## src/rtl/cbps_pkg.sv

```systemverilog
// Shared constants and types for the cubic Bezier path sampler.
`timescale 1ns / 1ps
package cbps_pkg;

    localparam int COORD_WIDTH_DEF  = 32;
    localparam int MAX_SEGMENTS_DEF = 63;

    // segments_per_curve register
    localparam int          CFG_W     = 6;
    localparam logic [5:0]  CFG_RESET = 6'd10;

    // t, u and Bernstein weights: unsigned Q1.16 with 1.0 = 65536
    localparam int           T_W   = 17;
    localparam logic [16:0]  T_ONE = 17'd65536;

    // 2^17 / (2N) sets the t step
    localparam int DIV_STEPS = 18;

    // control point selector: 0..2 held points, 3 the incoming point
    localparam logic [1:0] SEL_P0  = 2'd0;
    localparam logic [1:0] SEL_NEW = 2'd3;

    typedef struct packed {
        logic       run_end;
        logic [1:0] sel;
    } beat_tag_t;

endpackage

```

## src/rtl/cbps_pt_if.sv

```systemverilog
// Waypoint and curve point channels.
`timescale 1ns / 1ps
interface cbps_pt_if #(parameter int CW = 32);
    logic                 valid;
    logic                 ready;
    logic signed [CW-1:0] point_x;
    logic signed [CW-1:0] point_y;
    logic signed [CW-1:0] point_z;
    logic                 last_point;
    modport source (output valid, point_x, point_y, point_z, last_point, input ready);
    modport sink   (input valid, point_x, point_y, point_z, last_point, output ready);
endinterface


```

## src/rtl/cbps_seq.sv

```systemverilog
// Segment sequencer: holds waypoints, computes the t step, issues sample beats.
`timescale 1ns / 1ps
module cbps_seq #(
    parameter int COORD_WIDTH  = cbps_pkg::COORD_WIDTH_DEF,
    parameter int MAX_SEGMENTS = cbps_pkg::MAX_SEGMENTS_DEF
) (
    input  logic                          clk,
    input  logic                          rst_n,
    cbps_pt_if.sink                       point,
    input  logic                          cfg_we,
    input  logic [cbps_pkg::CFG_W-1:0]    cfg_wdata,
    input  logic                          en,
    input  logic                          pipe_busy,
    output logic                          issue_valid,
    output logic [cbps_pkg::T_W-1:0]      issue_t,
    output cbps_pkg::beat_tag_t           issue_tag,
    output logic signed [COORD_WIDTH-1:0] cp_x [4],
    output logic signed [COORD_WIDTH-1:0] cp_y [4],
    output logic signed [COORD_WIDTH-1:0] cp_z [4]
);
    import cbps_pkg::*;

    localparam logic ST_IDLE = 1'b0;
    localparam logic ST_RUN  = 1'b1;
    localparam logic [5:0] MAX_N = 6'(MAX_SEGMENTS);

    logic                          state_reg;
    logic [CFG_W-1:0]              cfg_reg;
    logic signed [COORD_WIDTH-1:0] held_x_reg [3];
    logic signed [COORD_WIDTH-1:0] held_y_reg [3];
    logic signed [COORD_WIDTH-1:0] held_z_reg [3];
    logic [1:0]                    hc_reg;
    logic                          any_reg;
    logic                          seg_reg;
    logic                          last_reg;
    logic [1:0]                    hc_snap_reg;
    logic [5:0]                    cnt_reg;
    logic [T_W-1:0]                q_reg;
    logic [6:0]                    r_reg;
    // divider for 2^17 / (2N)
    logic                          div_req_reg;
    logic [4:0]                    div_cnt_reg;
    logic [6:0]                    div_rem_reg;
    logic [T_W-1:0]                div_q_reg;
    logic                          iv_reg;
    logic [T_W-1:0]                it_reg;
    beat_tag_t                     itag_reg;

    logic [5:0]  n_eff;
    logic [6:0]  d2;
    logic [7:0]  div_sh;
    logic        div_bit;
    logic [7:0]  r_sum;
    logic        acc;
    logic [1:0]  pass_sel;
    logic        cnt_at_n;

    always_comb
    begin
        if (cfg_reg == '0)
            n_eff = 6'd1;
        else if (cfg_reg > MAX_N)
            n_eff = MAX_N;
        else
            n_eff = cfg_reg;
    end

    assign d2       = {n_eff, 1'b0};
    assign div_bit  = (div_cnt_reg == 5'(DIV_STEPS));
    assign div_sh   = {div_rem_reg, div_bit};
    assign r_sum    = {1'b0, r_reg} + {1'b0, div_rem_reg};
    assign cnt_at_n = (cnt_reg == n_eff);
    assign pass_sel = (cnt_reg == {4'b0, hc_snap_reg}) ? SEL_NEW : cnt_reg[1:0];

    assign point.ready = (state_reg == ST_IDLE) && !pipe_busy && !div_req_reg
                         && (div_cnt_reg == '0);
    assign acc = point.valid && point.ready;

    always_ff @(posedge clk or negedge rst_n)
    begin
        if (!rst_n)
        begin
            cfg_reg     <= CFG_RESET;
            div_req_reg <= 1'b1;
            div_cnt_reg <= '0;
        end
        else
        begin
            if (cfg_we)
            begin
                cfg_reg     <= cfg_wdata;
                div_req_reg <= 1'b1;
            end
            else if (div_req_reg)
            begin
                div_req_reg <= 1'b0;
                div_cnt_reg <= 5'(DIV_STEPS);
            end
            else if (div_cnt_reg != '0)
                div_cnt_reg <= div_cnt_reg - 5'd1;
        end
    end

    always_ff @(posedge clk)
    begin
        if (div_req_reg && !cfg_we)
        begin
            div_rem_reg <= '0;
            div_q_reg   <= '0;
        end
        else if (div_cnt_reg != '0)
        begin
            if (div_sh >= {1'b0, d2})
            begin
                div_rem_reg <= 7'(div_sh - {1'b0, d2});
                div_q_reg   <= {div_q_reg[T_W-2:0], 1'b1};
            end
            else
            begin
                div_rem_reg <= div_sh[6:0];
                div_q_reg   <= {div_q_reg[T_W-2:0], 1'b0};
            end
        end
    end

    always_ff @(posedge clk or negedge rst_n)
    begin
        if (!rst_n)
        begin
            state_reg <= ST_IDLE;
            hc_reg    <= '0;
            any_reg   <= 1'b0;
            iv_reg    <= 1'b0;
        end
        else
        begin
            if (acc)
            begin
                if (hc_reg == 2'd3)
                begin
                    state_reg <= ST_RUN;
                    hc_reg    <= point.last_point ? 2'd0 : 2'd1;
                    any_reg   <= !point.last_point;
                end
                else if (!point.last_point)
                    hc_reg <= hc_reg + 2'd1;
                else
                begin
                    state_reg <= ST_RUN;
                    hc_reg    <= '0;
                    any_reg   <= 1'b0;
                end
            end
            if (en)
            begin
                iv_reg <= (state_reg == ST_RUN);
                if (state_reg == ST_RUN)
                begin
                    if (seg_reg ? cnt_at_n : (pass_sel == SEL_NEW))
                        state_reg <= ST_IDLE;
                end
            end
        end
    end

    always_ff @(posedge clk)
    begin
        if (acc)
        begin
            for (int i = 0; i < 3; i++)
            begin
                cp_x[i] <= held_x_reg[i];
                cp_y[i] <= held_y_reg[i];
                cp_z[i] <= held_z_reg[i];
            end
            cp_x[3]  <= point.point_x;
            cp_y[3]  <= point.point_y;
            cp_z[3]  <= point.point_z;
            last_reg <= point.last_point;
            cnt_reg  <= '0;
            q_reg    <= '0;
            r_reg    <= {1'b0, n_eff};
            if (hc_reg == 2'd3)
            begin
                seg_reg       <= 1'b1;
                held_x_reg[0] <= point.point_x;
                held_y_reg[0] <= point.point_y;
                held_z_reg[0] <= point.point_z;
            end
            else if (!point.last_point)
            begin
                held_x_reg[hc_reg] <= point.point_x;
                held_y_reg[hc_reg] <= point.point_y;
                held_z_reg[hc_reg] <= point.point_z;
            end
            else
            begin
                seg_reg     <= 1'b0;
                hc_snap_reg <= any_reg ? 2'd0 : hc_reg;
            end
        end
        else if (en && state_reg == ST_RUN)
        begin
            cnt_reg <= cnt_reg + 6'd1;
            if (seg_reg)
            begin
                it_reg           <= q_reg;
                itag_reg.sel     <= SEL_P0;
                itag_reg.run_end <= last_reg && cnt_at_n;
                // t advances by 2^17/(2N); remainder carries into the next step
                if (r_sum >= {1'b0, d2})
                begin
                    r_reg <= 7'(r_sum - {1'b0, d2});
                    q_reg <= q_reg + div_q_reg + T_W'(1);
                end
                else
                begin
                    r_reg <= r_sum[6:0];
                    q_reg <= q_reg + div_q_reg;
                end
            end
            else
            begin
                // pass-through: weights at t = 0 reproduce the point that sel routes into the P0 slot exactly
                it_reg           <= '0;
                itag_reg.sel     <= pass_sel;
                itag_reg.run_end <= (pass_sel == SEL_NEW);
            end
        end
    end

    assign issue_valid = iv_reg;
    assign issue_t     = it_reg;
    assign issue_tag   = itag_reg;

    a_seg_runs: assert property (@(posedge clk) disable iff (!rst_n)
        acc && hc_reg == 2'd3 |=> state_reg == ST_RUN)
        else $error("segment close did not start a run");
    a_cfg_div: assert property (@(posedge clk) disable iff (!rst_n)
        cfg_we |=> div_req_reg && !point.ready)
        else $error("config write did not restart the step divider");
    a_run_div: assert property (@(posedge clk) disable iff (!rst_n)
        state_reg == ST_RUN |-> div_cnt_reg == '0 && !div_req_reg)
        else $error("run started while step divider busy");

endmodule

```

## src/flat_wrapper.sv

```systemverilog
// flat-port wrapper written by rule: the top's interface ports become plain ports
module cbps_seq_flat import cbps_pkg::*;
#(
    parameter int COORD_WIDTH  = cbps_pkg::COORD_WIDTH_DEF,
    parameter int MAX_SEGMENTS = cbps_pkg::MAX_SEGMENTS_DEF
)
  (clk, rst_n, cfg_we, cfg_wdata, en, pipe_busy, issue_valid, issue_t, issue_tag, cp_x, cp_y, cp_z, point_valid, point_point_x, point_point_y, point_point_z, point_last_point, point_ready);
  cbps_pt_if point_i ();
  input  logic clk;
  input  logic rst_n;
  input  logic cfg_we;
  input  logic [cbps_pkg::CFG_W-1:0] cfg_wdata;
  input  logic en;
  input  logic pipe_busy;
  output logic issue_valid;
  output logic [cbps_pkg::T_W-1:0] issue_t;
  output cbps_pkg::beat_tag_t issue_tag;
  output logic signed [COORD_WIDTH-1:0] cp_x[4];
  output logic signed [COORD_WIDTH-1:0] cp_y[4];
  output logic signed [COORD_WIDTH-1:0] cp_z[4];
  input wire logic [$bits(point_i.valid)-1:0] point_valid;
  input wire logic [$bits(point_i.point_x)-1:0] point_point_x;
  input wire logic [$bits(point_i.point_y)-1:0] point_point_y;
  input wire logic [$bits(point_i.point_z)-1:0] point_point_z;
  input wire logic [$bits(point_i.last_point)-1:0] point_last_point;
  output wire logic [$bits(point_i.ready)-1:0] point_ready;
  assign point_i.valid = point_valid;
  assign point_i.point_x = point_point_x;
  assign point_i.point_y = point_point_y;
  assign point_i.point_z = point_point_z;
  assign point_i.last_point = point_last_point;
  assign point_ready = point_i.ready;
  cbps_seq #(.COORD_WIDTH(COORD_WIDTH), .MAX_SEGMENTS(MAX_SEGMENTS)) u_core (.clk(clk), .rst_n(rst_n), .point(point_i), .cfg_we(cfg_we), .cfg_wdata(cfg_wdata), .en(en), .pipe_busy(pipe_busy), .issue_valid(issue_valid), .issue_t(issue_t), .issue_tag(issue_tag), .cp_x(cp_x), .cp_y(cp_y), .cp_z(cp_z));
endmodule
```

## config.mk

```make
export PLATFORM = sky130hd
export DESIGN_NAME = cbps_seq_flat
export DESIGN_NICKNAME = d
export VERILOG_FILES = /design/src/rtl/cbps_pkg.sv /design/src/rtl/cbps_pt_if.sv /design/src/rtl/cbps_seq.sv /design/src/flat_wrapper.sv
export SDC_FILE = /design/constraint.sdc
export NUM_CORES = 1
export LEC_CHECK = 0
export ABC_AREA = 1
export BUFFER_PORTS_ARGS = -buffer_cell sky130_fd_sc_hd__buf_2
export CORE_ASPECT_RATIO = 1.5
export CORE_MARGIN = 1
export CORE_UTILIZATION = 50
export CTS_CLUSTER_DIAMETER = 200
export DETAILED_ROUTE_END_ITERATION = 10
export PLACE_DENSITY_LB_ADDON = 0.25
export REMOVE_ABC_BUFFERS = 1
export SLEW_MARGIN = 20
export SYNTH_ARGS = -nofsm -noshare
export SYNTH_HDL_FRONTEND = slang
export SYNTH_SLANG_ARGS = --single-unit
```

## constraint.sdc

```tcl
create_clock -name clk -period 19.5 [get_ports clk]
set_input_delay 1.95 -clock clk [delete_from_list [all_inputs] [get_ports clk]]
set_output_delay 1.95 -clock clk [all_outputs]
set_load 0.1 [all_outputs]
```

==> metrics.md <==
| Metric | Value |
|---|---|
| Status | `completed` |
| TritonCTS Sinks | `767` |
| DR vias/cell | `4.99` |
| Total Routed Length | `54.6 mm` |
| Worst Setup SP | `pipe_busy` |
| CTS tree | `yes` |
| Placer Congestion | `0.846` |
| Final HPWL from detailed placement | `38.0 mm` |
| Setup crit end kind | `flop` |
| Worst-margin pin slew | `1.17 ns` |
| Dpl ws | `14.04 ns` |
| Max Fclk | `0.208 GHz` |
| First-pass GRT wire length | `80.8 mm` |
| Clk Latency, worst-skew pair | `0.59 ns` |
| P_sw | `1.06 mW` |
| Initial antenna violation count | `2` |
| Placement-stage cell area | `29800 um2` |
| CP max FO | `50` |
| Worst Min Path Start | `u_core.held_y_reg[0][19]$_DFFE_PP_` |
| RR Startpoint | `u_core.div_cnt_reg[0]$_DFFE_PN0P_` |
| Initial Util | `0.508` |
| Root Driver | `clkbuf_16` |
| Vias in the first global route | `13870` |
| Clock share of power | `0.334` |
| Layout fillers | `3823` |
| Synth area leader | `edfxtp_1` |
| Top-area cell type share of the netlist area | `0.801` |
| Hold WC Path Type | `flop to flop` |
| VDD IR max | `0.100 mV` |
| Setup TNS | `0 ns` |
| CTS resizes | `0` |
| Clock Path Buffers | `3` |
| Clk pin slew, worst setup/hold paths | `0.06 ns` |
| FP Rows | `102` |
| Synthesized area | `26300 um2` |
| Register area share after synthesis | `0.853` |
| # DRC | `0` |
| Gate power share | `0.176` |
| Leak | `12.3 nW` |
| Slowest-stage cell, CP | `a21oi_4` |
| Area delta synth->final | `21.3%` |
| Post-synth cell types | `43` |
| Critical setup path kind | `input port to flop` |
| Sequential share of power | `0.490` |
| Total track usage | `0.202` |
| Post-CTS Hold Fix Bufs | `0` |
| 1st-pass router iterations | `5` |
| Placed cells | `2694` |
| Total Power | `3.89 mW` |
| Power Dens Cells | `122 nW/um2` |
| Die area | `53600 um2` |
| Finish-stage setup viols | `0` |
| IO Pins | `515` |
| Die height | `283 um` |
| CTS Buf Count | `67` |
| WP data required | `19.70 ns` |
| Pint | `2.82 mW` |
| Maxcap violations | `0` |
| Synthesized area per cell | `17.4 um2` |
| Final hold violation count | `0` |
| Wire per inst | `19.4 um` |
| Post-synthesis cell count | `1512` |
| Via count | `14038` |
| Fin crit share | `0.247` |
| Worst Setup Slack, final | `14.69 ns` |
| Top cells by area, synth | `edfxtp_1 (80%), dfxtp_1 (3.6%), nand2_1 (3.2%)` |
| H-tree levels | `3` |
| Critical Path AT | `5.02 ns` |
| Non-filler instance count after layout | `2814` |
| Ys Warns | `0` |
| Multi-input logic area | `3320 um2` |
| Register area | `22500 um2` |
| Die Width | `189 um` |
| Relative slew slack | `0.218` |
| Sw Ratio | `0.274` |
| Max-slew violations | `0` |
| Final nets | `2240` |
| Input/output buffers | `514` |
| CP cell instances | `buf_2 > nor3_4 > nand2_4 > nor3_4 > o21ai_1 > a21oi_4 > buf_4 > buf_4` |
| Post-route cell area | `31900 um2` |
| Ratio of cells with drive above 1 in the final layout | `0.310` |
| Final min period | `4.81 ns` |
| Crit path largest cell delay | `0.80 ns` |
| #FFs+latches synth | `767` |
| Final clock skew | `0.0166 ns` |
| Largest net degree at the start of global routing | `195` |
| Initial DRC Count | `974` |
| Global route total overflow | `0` |
| Worst setup SP type | `input port` |
| Core ar. | `51800 um2` |
| Final ANT Viol Nets | `0` |
| Post-CTS repair timing setup buffer count | `0` |
| RSZ-0062 raised after global routing | `no` |
## logic make-up after synthesis
group                    share of synthesized area
flip-flops                                   0.853
AND/OR/NAND/NOR                             0.0693
buffers and inverters                       0.0215
AO/OA/AOI/OAI                               0.0260
adder cells (fa/ha/maj)                     0.0221
XOR/XNOR                                   0.00765
## metrics by stage
stage,util,hold WS [ns]
2_1_floorplan,-,0.400
3_3_place_gp,0.575,0.400
3_5_place_dp,0.575,0.405
4_1_cts,0.616,0.408
5_1_grt,0.616,0.418
6_report,0.616,0.407
## per-layer routing
metal / vias up / track usage / part of all wire / wire length, um
met5: - / 0 / 0.00024 / 13
met4: 2 / 0.0633 / 0.022 / 1210
met3: 89 / 0.0426 / 0.060 / 3260
met2: 493 / 0.378 / 0.55 / 29900
met1: 6818 / 0.225 / 0.37 / 20200
li1: 6636 / - / - / -
## cell usage after synthesis, drive strengths merged
cell type,n
a2bb2oi,1
nand3b,2
nor3,6
dfstp,3
dfrtp,14
clkbuf,12
buf,5
and2,2
nor4,3
o21a,1
or2,3
fa,4
inv,127
nand4,11
nand2,237
o21ai,59
o22ai,1
o211ai,9
nor2,86
o31ai,1
xnor2,12
a22o,3
xor2,11
edfxtp,702
o21bai,3
dfxtp,48
a31oi,3
ha,40
a32o,1
nand3,61
a211oi,2
a21oi,39
## worst paths after layout
path	endpoint	slack, ns	cells past startpoint
max	u_core.held_y_reg[0][20]$_DFFE_PP_	14.69	8
max in group asynchronous	u_core.div_req_reg$_DFF_PN1_	17.89	1
max reg2reg	u_core.held_y_reg[0][20]$_DFFE_PP_	14.79	12
min	cp_y[115]$_DFFE_PP_	0.41	0
min reg2reg	cp_y[115]$_DFFE_PP_	0.41	0
min in group asynchronous	u_core.div_cnt_reg[4]$_DFFE_PN0P_	1.29	1
## power by group through the flow
stage	clock network [mW]	logic [mW]	registers [mW]
6_report	1.30	0.684	1.91
5_1_grt	1.39	0.771	1.91
4_1_cts	1.33	0.683	1.91
3_5_place_dp	0	0.679	1.94
3_3_place_gp	0	0.661	1.94
2_1_floorplan	0	0.459	2.00
## layout make-up
type / instances / share of cell area
Antenna cell: 1 / 0.0000784
Clock buffer: 77 / 0.0547
Clock inverter: 42 / 0.0129
Inverter: 127 / 0.0152
Multi-Input combinational cell: 601 / 0.104
Sequential cell: 767 / 0.704
Tap cell: 676 / 0.0265
Timing Repair Buffer: 523 / 0.0831
## worst max-delay path: cells and delay by family
family,cells,cell delay [ns]
buf+inv,3,1.29
compound gates,2,1.00
simple gates,3,0.71
## placed cells by master (no fill, tap or decap), drive strengths merged, types with 12 or more instances in the layout
master  count
nor2       86
o21ai      59
ha         40
a21oi      39
buf       523
dfxtp      48
inv       132
edfxtp    702
dfrtp      14
clkbuf     77
clkinv     29
xnor2      12
nand2     237
nand3      61
Note: power is estimated with default switching activity, not from simulation.
